===== src/sv/mt64_pkg.sv =====
`default_nettype none

package mt64_pkg;

    // Geometry of the state store
    localparam int STATE_DEPTH = 312;
    localparam int SHIFT_DEPTH = 156;
    localparam int IDX_W       = 9;

    localparam logic [IDX_W-1:0] LAST_IDX  = IDX_W'(STATE_DEPTH - 1);
    localparam logic [IDX_W-1:0] SHIFT_IDX = IDX_W'(SHIFT_DEPTH);

    // Seeding constants
    localparam logic [63:0] SEED_CONSTANT = 64'h0000_0A54_2B23_4C76;
    localparam logic [63:0] SEED_MULT     = 64'd6364136223846793005;

    // Twist constants
    localparam logic [63:0] TWIST_MATRIX = 64'hB502_6F5A_A966_19E9;
    localparam logic [63:0] UPPER_MASK   = 64'hFFFF_FFFF_8000_0000;
    localparam logic [63:0] LOWER_MASK   = 64'h0000_0000_7FFF_FFFF;

    // Tempering masks
    localparam logic [63:0] TEMPER_MASK_A = 64'h5555_5555_5555_5555;
    localparam logic [63:0] TEMPER_MASK_B = 64'h71D6_7FFF_EDA6_0000;
    localparam logic [63:0] TEMPER_MASK_C = 64'hFFF7_EEE0_0000_0000;

    // Controller states
    typedef enum logic [2:0] {
        ST_IDLE,
        ST_SEED_INIT,
        ST_SEED_MUL,
        ST_SEED_ADD,
        ST_FETCH,
        ST_TWIST
    } state_t;

    // Commands from controller to datapath
    typedef struct packed {
        logic seed_init;
        logic seed_mul;
        logic seed_add;
        logic fetch;
        logic twist;
    } cmd_t;

    // Status from datapath to controller
    typedef struct packed {
        logic seeded;
        logic seed_last;
        logic out_free;
    } stat_t;

endpackage

`default_nettype wire


===== src/sv/mt64_ctrl.sv =====
`default_nettype none

module mt64_ctrl
    import mt64_pkg::*;
(
    input  wire logic  clk,
    input  wire logic  rst_n,
    input  wire logic  draw_valid,
    input  wire logic  draw_request,
    output logic       draw_stall,
    input  wire stat_t stat,
    output cmd_t       cmd
);

    state_t state_reg;
    state_t state_next;
    logic   accept;

    assign draw_stall = (state_reg != ST_IDLE);
    assign accept     = draw_valid && !draw_stall;

    // Next state
    always_comb
    begin
        state_next = state_reg;
        unique case (state_reg)
            ST_IDLE:
            begin
                if (accept && draw_request)
                begin
                    state_next = stat.seeded ? ST_FETCH : ST_SEED_INIT;
                end
            end
            ST_SEED_INIT: state_next = ST_SEED_MUL;
            ST_SEED_MUL:  state_next = ST_SEED_ADD;
            ST_SEED_ADD:  state_next = stat.seed_last ? ST_FETCH : ST_SEED_MUL;
            ST_FETCH:     state_next = ST_TWIST;
            ST_TWIST:
            begin
                if (stat.out_free)
                begin
                    state_next = ST_IDLE;
                end
            end
            default:      state_next = ST_IDLE;
        endcase
    end

    // Commands
    always_comb
    begin
        cmd = '0;
        unique case (state_reg)
            ST_IDLE:      cmd = '0;
            ST_SEED_INIT: cmd.seed_init = 1'b1;
            ST_SEED_MUL:  cmd.seed_mul  = 1'b1;
            ST_SEED_ADD:  cmd.seed_add  = 1'b1;
            ST_FETCH:     cmd.fetch     = 1'b1;
            ST_TWIST:     cmd.twist     = stat.out_free;
            default:      cmd = '0;
        endcase
    end

    // State register
    always_ff @(posedge clk or negedge rst_n)
    begin
        if (!rst_n)
        begin
            state_reg <= ST_IDLE;
        end
        else
        begin
            state_reg <= state_next;
        end
    end

endmodule

`default_nettype wire


===== config.mk =====
export PLATFORM = sky130hd
export DESIGN_NAME = mt64_ctrl
export DESIGN_NICKNAME = d
export VERILOG_FILES = /design/src/sv/mt64_pkg.sv /design/src/sv/mt64_ctrl.sv
export SDC_FILE = /design/constraint.sdc
export NUM_CORES = 1
export LEC_CHECK = 0
export BUFFER_PORTS_ARGS = -buffer_cell sky130_fd_sc_hd__buf_2
export CORE_AREA = 5 5 42 44
export CTS_CLUSTER_SIZE = 28
export DETAILED_ROUTE_END_ITERATION = 10
export DIE_AREA = 0 0 47 49
export SETUP_SLACK_MARGIN = 0.15
export SLEW_MARGIN = 20
export SYNTH_ARGS = -nofsm -noshare
export SYNTH_HDL_FRONTEND = slang
export SYNTH_SLANG_ARGS = --single-unit

===== constraint.sdc =====
create_clock -name clk -period 1.4 [get_ports clk]
set_input_delay 0 -clock clk [delete_from_list [all_inputs] [get_ports clk]]
set_output_delay 0 -clock clk [all_outputs]
set_load 0.02 [all_outputs]

Word-level counts from Yosys, hierarchy flattened
Cells that the tools add are included.

Bits in registers: 3. Input port bits: 7. Output and inout bits: 6. Logic and storage cells: 24.

Equal/unequal tests: 7. Mux-type cells: 10. Reductions and logical operators: 6.

Operator list (count): case mux 3 bit (6 select lines) (1); 2-to-1 mux 3 bit (4); == test 3 x 2 -> 1 bit (second input constant) (2); == test 3 bit (second input constant) (2); 2-to-1 mux 1 bit (5); != test 2 bit (second input constant) (2); == test 3 x 1 -> 1 bit (second input constant) (1); zero test 3 bit (1); nonzero test 3 bit (1); logical AND 1 bit (2); AND reduction 2 bit (1); zero test 1 bit (1).

Depth between registers and ports, before layout
Gate-level depths: netlist of the first run.

Depth after elaboration: 6. Gate-level depth with buffers: 4. Gate-level depth less buffers: 3.

Least setup slack after synthesis of the first run
No wires, ideal clock.

Kind: register to register. From: register state_reg[0]. To: register state_reg[2]. Arrival time: 1003 ps. Required time: 1322 ps. Slack: 319 ps. Stages on the path, launching flop included: 5. Buffers on the path: 1. Period minus slack after synthesis: 1081 ps. Cell sequence: dfrtp_1 buf_6 or2_4 o221ai_1 o2bb2ai_1.

Longest elaborated chain between the ends: 6. Elaborated cells between the ends (all ways): 14. Those cells by class: 7 x eq/ne; 1 x mux; 6 x reduce/logical.

Ends and longest elaborated chain: start: declaration (line mt64_ctrl.sv:15) `state_t state_reg;`; start signal: assignment (line mt64_ctrl.sv:73) `state_reg <= state_next;`; nonzero test 3 bit (line mt64_ctrl.sv:19) `assign draw_stall = (state_reg != ST_IDLE);`; zero test 1 bit (line mt64_ctrl.sv:20) `assign accept = draw_valid && !draw_stall;`; logical AND 1 bit (line mt64_ctrl.sv:20); logical AND 1 bit (line mt64_ctrl.sv:29) `if (accept && draw_request)`; != test 2 bit (no source line); AND reduction 2 bit (no source line).

Parallel ways exist; a longest one is shown, timed or not. A chain may end at the register's enable or synchronous reset.

==> impl_metrics.env, run 1 <==
export IMPL_slew_headroom_pct=83.7
export IMPL_r2r_end="state_reg[2]$_DFFE_PN0P_"
export IMPL_grt_pass1_vias=282
export IMPL_syn_num_nets=33
export IMPL_cts_sinks=3
export IMPL_status="finished clean"
export IMPL_port_buffers=12
export IMPL_synthXorXnorAreaFrac_pct=0
export IMPL_crit_top_cell="buf_6"
export IMPL_worstHoldStart="draw_valid"
export IMPL_path_cells="buf_6 -> and4b_1 -> buf_6"
export IMPL_finalClockSkew_ns=0.00391
export IMPL_routedWlPerCell_um=12.0
export IMPL_syn_area_um2=238
export IMPL_hold_viol=0
export IMPL_max_slew_worst_pin_slew_ns=0.244
export IMPL_ctsRootBufferMaster="clkbuf_4"
export IMPL_power_density_nw_per_um2=2420
export IMPL_dp_hpwl_um=458
export IMPL_endpoint_kind="output port"
export IMPL_dieArea_um2=2300
export IMPL_largest_reg_flops=3
export IMPL_gp_congestion=0.663
export IMPL_track_usage_pct=7.55
export IMPL_initial_utilization_pct=17.0
export IMPL_area_growth_pct=63.7
export IMPL_grt_max_degree=11
export IMPL_die_height_um=49
export IMPL_n_fill_cell=169
export IMPL_clk_pin_slew_ns=0.04
export IMPL_htree_num_levels=1
export IMPL_report_final_slew_viol_count=0
export IMPL_whs_path_depth=3
export IMPL_synth_seq_area_share_pct=31.6
export IMPL_r2r_start="state_reg[2]$_DFFE_PN0P_"
export IMPL_core_area_um2=1400
export IMPL_cp_arrival_ns=1.18
export IMPL_reg2reg_depth=4
export IMPL_reg2reg_slack_ns=0.28
export IMPL_cts_buffers=3
export IMPL_syn_avg_cell_area_um2=9.14
export IMPL_fin_crit_ns=1.18
export IMPL_cp_buffers_inverters=2
export IMPL_yosys_warnings=0
export IMPL_hp_class="input pin to flop"
export IMPL_drt_antenna_violating_nets=0
export IMPL_num_nets_final=52
export IMPL_die_w_um=47
export IMPL_ir_worst_vdd_uv=592
export IMPL_required_ns=1.40
export IMPL_wirelength_um=720
export IMPL_critical_path_top_delay_family="flip-flops"
export IMPL_cts_max_path_buffers=2
export IMPL_clk_latency_ns=0.23
export IMPL_fin_crit_sh_pct=84.6
export IMPL_ys_ff_latch=3
export IMPL_p_leak_uw=0.000182
export IMPL_crit_path_max_fanout=10
export IMPL_via_count=255
export IMPL_yosys_cell_types_count=19
export IMPL_startpoint_type="flop"
export IMPL_layout_common_cells="9 x buf_2, 4 x buf_4, 3 x clkbuf_4, 3 x buf_6, 3 x dfrtp_2"
export IMPL_crit_type="flop to output port"
export IMPL_synth_simple_area_share_pct=35.3
export IMPL_rsz0062_at_grt="false"
export IMPL_row_count=14
export IMPL_crit_slowest_cell="dfrtp_2"
export IMPL_drt_iter0_drc=3
export IMPL_top_level_ports=13
export IMPL_synth_top_family_by_area="simple AND/OR/NAND/NOR gates"
export IMPL_drt_pass1_iter_count=4
export IMPL_drc=0
export IMPL_utilization_pct=27.8
export IMPL_synth_compound_area_share_pct=21.1
export IMPL_insertedDiodeCount=0
export IMPL_fmaxAchievable_mhz=844
export IMPL_viasPerCell=4.25
export IMPL_final_setup_tns_ns=0
export IMPL_holdPathEnd="state_reg[2]$_DFFE_PN0P_"
export IMPL_final_common_cell="buf_2"
export IMPL_synthAdderAreaFrac_pct=0
export IMPL_cts_tree="done"
export IMPL_grt_remaining_overflow=0
export IMPL_antenna_found_initial=0
export IMPL_muxShareOfSynthArea_pct=0
export IMPL_synth_cells=26
export IMPL_setup_viol=0
export IMPL_drive_above_1_share_pct=59.1
export IMPL_critPathMaxStageDelay_ns=0.42
export IMPL_grt_pass1_wl_mm=1.19
export IMPL_maxCapViolCount=0
## worst reg2reg max path: cells and delay by family (launching register included)
family          cells  cell delay, ns
compound gates      2            0.26
simple gates        1            0.16
buf+inv             1            0.16
flops               1            0.41
## synth_stat cells
master / instances / area share (%)
a211oi_1: 1 / 3.2
a221oi_1: 1 / 3.7
a311oi_1: 1 / 3.7
and3_2: 2 / 6.3
and4b_1: 1 / 4.2
buf_2: 2 / 4.2
buf_6: 1 / 4.7
dfrtp_1: 3 / 32
inv_1: 2 / 3.2
nand2b_1: 1 / 2.6
nand3_1: 1 / 2.1
nand4b_1: 1 / 3.7
nor2_1: 2 / 3.2
nor3b_1: 2 / 6.3
o21a_1: 1 / 3.2
o221ai_1: 1 / 3.7
o2bb2ai_1: 1 / 3.7
or2_4: 1 / 3.7
or3_2: 1 / 3.2
## cells by family after synthesis
group | Yosys count
flip-flops | 3
AND/OR/NAND/NOR | 12
AO/OA/AOI/OAI | 6
buffers and inverters | 5
## worst max-delay path by stage
stage	slack (ns)	endpoint	cells past startpoint	startpoint
2_1_floorplan	0.32	state_reg[2]$_DFFE_PN0P_	4	state_reg[0]$_DFFE_PN0P_
3_3_place_gp	0.24	state_reg[2]$_DFFE_PN0P_	3	state_reg[1]$_DFFE_PN0P_
3_5_place_dp	0.21	state_reg[2]$_DFFE_PN0P_	3	state_reg[1]$_DFFE_PN0P_
4_1_cts	0.17	cmd[0]	3	state_reg[1]$_DFFE_PN0P_
5_1_grt	0.16	cmd[3]	3	state_reg[0]$_DFFE_PN0P_
6_report	0.22	cmd[0]	3	state_reg[1]$_DFFE_PN0P_
## layer usage
layer | up-vias | wire length (um) | GRT usage, %
li1 | 133 | - | -
met1 | 115 | 273 | 6.86
met2 | 7 | 402 | 13.1
met3 | 0 | 44 | 4.43
met4 | 0 | 0 | 2.76
met5 | - | 0 | 0
## per-stage QoR
stage	hold slack [ns]	setup WS (ns)	total power, uW	cell area, um2	cells
after detailed placement	-0.202	0.205	628	297	51
final	0.0843	0.215	943	389	60
after global placement	-0.203	0.242	625	297	51
after CTS	0.0782	0.174	921	377	60
after global routing	0.105	0.156	1020	389	60
after floorplan	-0.296	0.319	556	238	26
## report_power, final
group	internal (uW)	total (uW)	switching, uW
sequential	139	191	51.8
clock	107	152	45.1
combinational	309	600	292
## area by class of cell
cell class / instances / area [um2] / area share (%)
clock buffer: 4 / 26.3 / 6.75
tap: 16 / 20.0 / 5.14
sequential: 3 / 78.8 / 20.3
inverter: 2 / 7.51 / 1.93
timing repair buffer: 17 / 119 / 30.5
multi-input combinational: 18 / 138 / 35.4
## repair_timing
action | 4_1_cts | 5_1_grt
endpoints found under the hold margin | 3 | 0
cloned | 0 | 0
hold buffers | 1 | 0
endpoints found under the setup margin | 2 | 2
setup buffers | 4 | 0
gates resized for setup | 6 | 4
Power figures use the tool's default switching activity.
==> run 2, diff against run 1 <==
ABC_AREA = 1   (was not set)
clock period = 1.05 ns   (was 1.4 ns; I/O delays follow)
==> impl_metrics.env, run 2 <==
export IMPL_fmaxAchievable_mhz=867
export IMPL_whs_ns=0.0969
export IMPL_final_common_cell="buf_2"
export IMPL_cts_tree="done"
export IMPL_slew_headroom_pct=87.2
export IMPL_synthTopCellsByCount="8 x nand2_1, 4 x inv_1, 4 x nand3_1"
export IMPL_grt_remaining_overflow=0
export IMPL_top_level_ports=13
export IMPL_p_leak_uw=0.000233
export IMPL_async_reset_ff_share_pct=100
export IMPL_row_count=14
export IMPL_clk_pin_slew_ns=0.04
export IMPL_crit_type="flop to output port"
export IMPL_ir_worst_vdd_uv=1100
export IMPL_die_height_um=49
export IMPL_pwr_share_comb_pct=63.1
export IMPL_layout_common_cells="8 x buf_2, 7 x nand2_1, 6 x buf_4"
export IMPL_yosysMostFrequentCell="nand2_1"
export IMPL_synth_seq_area_share_pct=33.9
export IMPL_largest_reg_flops=3
export IMPL_area_growth_pct=98.3
export IMPL_syn_avg_cell_area_um2=6.92
export IMPL_drc=0
export IMPL_report_final_slew_viol_count=0
export IMPL_grt_pass1_vias=252
export IMPL_cp_arrival_ns=1.15
export IMPL_dieArea_um2=2300
export IMPL_core_area_um2=1400
export IMPL_pre_cts_ws_ns=-0.0299
export IMPL_setup_viol=6
export IMPL_clk_latency_ns=0.23
export IMPL_htree_num_levels=1
export IMPL_cts_sinks=3
export IMPL_reg2reg_depth=4
export IMPL_max_slew_worst_pin_slew_ns=0.190
export IMPL_drt_pass1_iter_count=4
export IMPL_grt_max_degree=8
export IMPL_grt_pass1_wl_um=952
export IMPL_ctsRootBufferMaster="clkbuf_4"
export IMPL_place_inst=60
export IMPL_placed_area_um2=312
export IMPL_synth_edf_count=0
export IMPL_path_cells="buf_6 -> nor3_1 -> buf_2"
export IMPL_cp_depth=3
export IMPL_antenna_found_initial=0
export IMPL_finalWorstSetupSlack_ns=-0.103
export IMPL_crit_path_max_fanout=3
export IMPL_endpoint_kind="output port"
export IMPL_crit_slowest_cell="dfrtp_1"
export IMPL_ys_ff_latch=3
export IMPL_gp_congestion=0.635
export IMPL_yosys_area_top_type="dfrtp_1"
export IMPL_ys_flop_type="dfrtp_1"
export IMPL_drt_antenna_violating_nets=0
export IMPL_syn_num_nets=39
export IMPL_hold_viol=0
export IMPL_cts_buffers=3
export IMPL_drt_iter0_drc=9
export IMPL_initial_utilization_pct=15.8
export IMPL_reg2reg_slack_ns=0.02
export IMPL_dp_hpwl_um=486
export IMPL_synth_top_area_share_pct=33.9
export IMPL_via_count=298
export IMPL_internal_power_uw=707
export IMPL_finalClockSkew_ns=0.00196
export IMPL_fin_crit_ns=1.15
export IMPL_required_ns=1.05
export IMPL_synth_cells=32
export IMPL_power_switching_uw=607
export IMPL_routedWlPerCell_um=9.54
export IMPL_port_buffers=12
export IMPL_yosys_warnings=0
export IMPL_synth_area_leaders="dfrtp_1 34%, nand2_1 14%, nand3_1 9.0%"
export IMPL_final_area_um2=439
export IMPL_violations="setup timing"
export IMPL_switching_share_pct=46.2
export IMPL_seqPwrFrac_pct=21.7
export IMPL_critPathMaxStageDelay_ns=0.41
export IMPL_num_nets_final=63
export IMPL_cts_max_path_buffers=2
export IMPL_viasPerCell=4.20
export IMPL_maxCapViolCount=0
export IMPL_cp_buffers_inverters=2
export IMPL_critical_path_top_delay_family="flip-flops"
export IMPL_hp_class="input pin to asynchronous set/reset pin"
export IMPL_yosys_cell_types_count=12
export IMPL_fin_crit_sh_pct=110
export IMPL_fin_cells=71
export IMPL_pwr_share_clk_pct=15.2
export IMPL_status="complete, but fails checks"
export IMPL_insertedDiodeCount=0
export IMPL_wirelength_um=677
export IMPL_power_uw=1310
export IMPL_power_density_nw_per_um2=2990
export IMPL_drive_above_1_share_pct=56.4
export IMPL_syn_area_um2=221
export IMPL_startpoint_type="flop"
export IMPL_die_w_um=47
export IMPL_track_usage_pct=6.13
export IMPL_rsz0062_at_grt="true"
[run 2: cell types whose count changed in the layout (fill, tap and decap cells not counted), moves of 2 or more]
| cell | change |
|---|---|
| nand2_1 | +7 |
| inv_1 | +2 |
| and3_2 | -2 |
| buf_4 | +2 |
| nor2_1 | -2 |
| nand4_1 | +2 |
| nand3_1 | +3 |
| nor3b_1 | -2 |
| inv_4 | +2 |
| nor3_2 | +2 |
[run 2: metal layers]
layer  up-vias  track usage, %  routed length (um)
li1        151               -                   -
met1       136            6.39                 233
met2        11            8.37                 382
met3         0            1.11                  61
met4         0            8.29                   0
met5         -               0                   0
[run 2: path summary, 6_finish.rpt]
check	endpoint	start
setup / recovery	cmd[4]	state_reg[2]$_DFFE_PN0P_
hold / removal	state_reg[2]$_DFFE_PN0P_	rst_n
setup reg to reg	state_reg[0]$_DFFE_PN0P_	state_reg[1]$_DFFE_PN0P_
hold reg to reg	state_reg[1]$_DFFE_PN0P_	state_reg[2]$_DFFE_PN0P_
max in group asynchronous	state_reg[0]$_DFFE_PN0P_	rst_n
min in group clk	state_reg[2]$_DFFE_PN0P_	draw_valid
[run 2: stage by stage]
stage / util, % / TNS, ns
6_report: 31.3 / -0.403
5_1_grt: 31.3 / -0.809
4_1_cts: 29.4 / -0.486
3_5_place_dp: 22.2 / -0.0433
3_3_place_gp: 22.2 / -0.00209
2_1_floorplan: - / 0
[run 2: layout make-up]
| cell class | count | area (um2) |
|---|---|---|
| flip-flops and latches | 3 | 77.6 |
| clock buffers | 4 | 26.3 |
| repair buffers | 20 | 150 |
| multi-input cells | 22 | 138 |
| inverters | 6 | 27.5 |
| fillers | 158 | 962 |
| well taps | 16 | 20.0 |
[run 2: logic make-up after synthesis]
kind of cell | after synthesis | synth area share [%]
buffers and inverters | 7 | 15.3
DFF | 3 | 33.9
and+or+nand+nor | 19 | 43.5
AOI/OAI and AO/OA | 3 | 7.35
[run 2: power by group through the flow]
stage | registers (uW) | logic [uW] | clock network [uW]
global placement | 268 | 573 | 0
floorplan | 227 | 487 | 0
detailed placement | 273 | 582 | 0
finish | 285 | 829 | 200
CTS | 260 | 765 | 209
global route | 298 | 896 | 217
[run 2: repair_timing]
action | CTS | global route
resized for setup | 6 | 9
hold buffers | 2 | 0
pin swaps | 2 | 3
setup buffers | 5 | 0
endpoints found under the hold margin | 4 | 0
endpoints found under the setup margin | 9 | 9
==> run 3, diff against run 2 <==
CELL_PAD_IN_SITES_DETAIL_PLACEMENT = 0   (was not set)
CELL_PAD_IN_SITES_GLOBAL_PLACEMENT = 2   (was not set)
CORE_AREA = not set   (was 5 5 42 44)
CORE_MARGIN = 5   (was not set)
CORE_UTILIZATION = 16   (was not set)
DIE_AREA = not set   (was 0 0 47 49)
PLACE_DENSITY_LB_ADDON = 0.1   (was not set)
==> impl_metrics.env, run 3 (same netlist as run 2, synthesis figures left out) <==
export IMPL_status="complete, but fails checks"
export IMPL_violations="setup timing"
export IMPL_power_uw=1870
export IMPL_die_w_um=47.2
export IMPL_insertedDiodeCount=0
export IMPL_die_height_um=47.2
export IMPL_num_nets_final=74
export IMPL_reg2reg_slack_ns=-0.01
export IMPL_routedWlPerCell_um=9.72
export IMPL_final_seq_area_um2=78.8
export IMPL_clk_pin_slew_ns=0.04
export IMPL_n_fill_cell=147
export IMPL_fmaxAchievable_mhz=874
export IMPL_antenna_found_initial=0
export IMPL_grt_pass1_wl_mm=1.33
export IMPL_final_common_cell="buf_6"
export IMPL_wirelength_um=787
export IMPL_viasPerCell=4.07
export IMPL_layout_common_cells="13 x buf_6, 10 x buf_4, 7 x nand2_1"
export IMPL_track_usage_pct=8.73
export IMPL_cp_arrival_ns=1.14
export IMPL_dieArea_um2=2230
export IMPL_hp_class="input pin to asynchronous set/reset pin"
export IMPL_cts_sinks=3
export IMPL_hold_viol=0
export IMPL_drt_antenna_violating_nets=0
export IMPL_finalWorstSetupSlack_ns=-0.0938
export IMPL_place_inst=64
export IMPL_clk_latency_ns=0.23
export IMPL_r2r_start="state_reg[1]$_DFFE_PN0P_"
export IMPL_grt_max_degree=7
export IMPL_max_slew_worst_pin_slew_ns=0.187
export IMPL_cts_tree="done"
export IMPL_finalClockSkew_ns=0.00175
export IMPL_drt_pass1_iter_count=1
export IMPL_dp_hpwl_um=562
export IMPL_setup_viol=8
export IMPL_core_area_um2=1300
export IMPL_htree_num_levels=1
export IMPL_via_count=330
export IMPL_startpoint_type="flop"
export IMPL_multiInputGateArea_um2=171
export IMPL_rsz0062_at_grt="true"
export IMPL_port_buffers=12
export IMPL_utilization_pct=45.9
export IMPL_drive_above_1_share_pct=71.2
export IMPL_maxCapViolCount=0
export IMPL_r2r_end="state_reg[0]$_DFFE_PN0P_"
export IMPL_largest_reg_flops=3
export IMPL_row_count=13
export IMPL_gp_congestion=0.749
export IMPL_p_leak_uw=0.000302
export IMPL_crit_type="flop to output port"
export IMPL_required_ns=1.05
export IMPL_endpoint_kind="output port"
export IMPL_grt_pass1_vias=320
export IMPL_area_growth_pct=169
export IMPL_fin_crit_ns=1.14
export IMPL_initial_utilization_pct=17.0
export IMPL_report_final_slew_viol_count=0
export IMPL_top_level_ports=13
export IMPL_ctsRootBufferMaster="clkbuf_4"
export IMPL_cts_buffers=3
export IMPL_drc=0
export IMPL_fin_crit_sh_pct=109
export IMPL_slew_headroom_pct=87.4
export IMPL_fin_cells=81
export IMPL_drt_iter0_drc=0
export IMPL_crit_path_max_fanout=4
export IMPL_reg2reg_depth=5
export IMPL_power_density_nw_per_um2=3140
export IMPL_ir_worst_vdd_uv=1290
export IMPL_grt_remaining_overflow=0
export IMPL_cts_max_path_buffers=2
-- run 3: changes by cell type in the layout (fill, tap and decap cells not counted), sizes merged --
cell	before	now
buf	18	29
-- run 3: worst max-delay path by stage --
stage | from | endpoint | slack (ns)
2_1_floorplan | state_reg[1]$_DFFE_PN0P_ | cmd[1] | 0.05
3_3_place_gp | state_reg[1]$_DFFE_PN0P_ | cmd[0] | 0.05
3_5_place_dp | state_reg[1]$_DFFE_PN0P_ | cmd[0] | 0.002
4_1_cts | state_reg[1]$_DFFE_PN0P_ | cmd[4] | -0.13
5_1_grt | state_reg[0]$_DFFE_PN0P_ | cmd[0] | -0.14
6_report | state_reg[0]$_DFFE_PN0P_ | cmd[0] | -0.09
-- run 3: area by class of cell --
cell class,instances,area share [%]
multi-input cells,22,28.7
repair buffers,31,45.5
flip-flops and latches,3,13.2
clock buffers,4,4.40
inverters,6,5.03
well taps,15,3.14
-- run 3: power by group --
group | internal, uW | switching, uW
sequential | 182 | 103
combinational | 776 | 613
clock | 142 | 56.4
-- run 3: through the flow --
stage               TNS (ns)  hold WS, ns  cell area, um2  worst slack [ns]
floorplan                  0       -0.296             235            0.0537
global placement           0       -0.203             348            0.0458
detailed placement         0       -0.202             348           0.00162
CTS                   -0.560       0.0900             548            -0.129
global route          -0.915        0.121             597            -0.140
finish                -0.409       0.0949             597           -0.0938
-- run 3: timing repair --
item                                    in CTS  in global routing
pin swaps                                    5                  3
hold buffers                                 2                  0
endpoints found under the setup margin       9                  9
hold endpoints to repair                     4                  0
gates resized for setup                     25                 10
buffers inserted                             9                  2
-- run 3: worst max-delay path, stage by stage, from the launching register on --
cell and delay, ns:
dfrtp_2 0.43, inv_4 0.06, nor4_4 0.24, buf_4 0.18
-- run 3: metal layers --
metal / vias to the layer above / GRT usage (%) / wire length [um]
li1: 173 / - / -
met1: 150 / 9.26 / 279
met2: 7 / 15.2 / 450
met3: 0 / 1.53 / 57
met4: 0 / 6.63 / 0
met5: - / 0 / 0
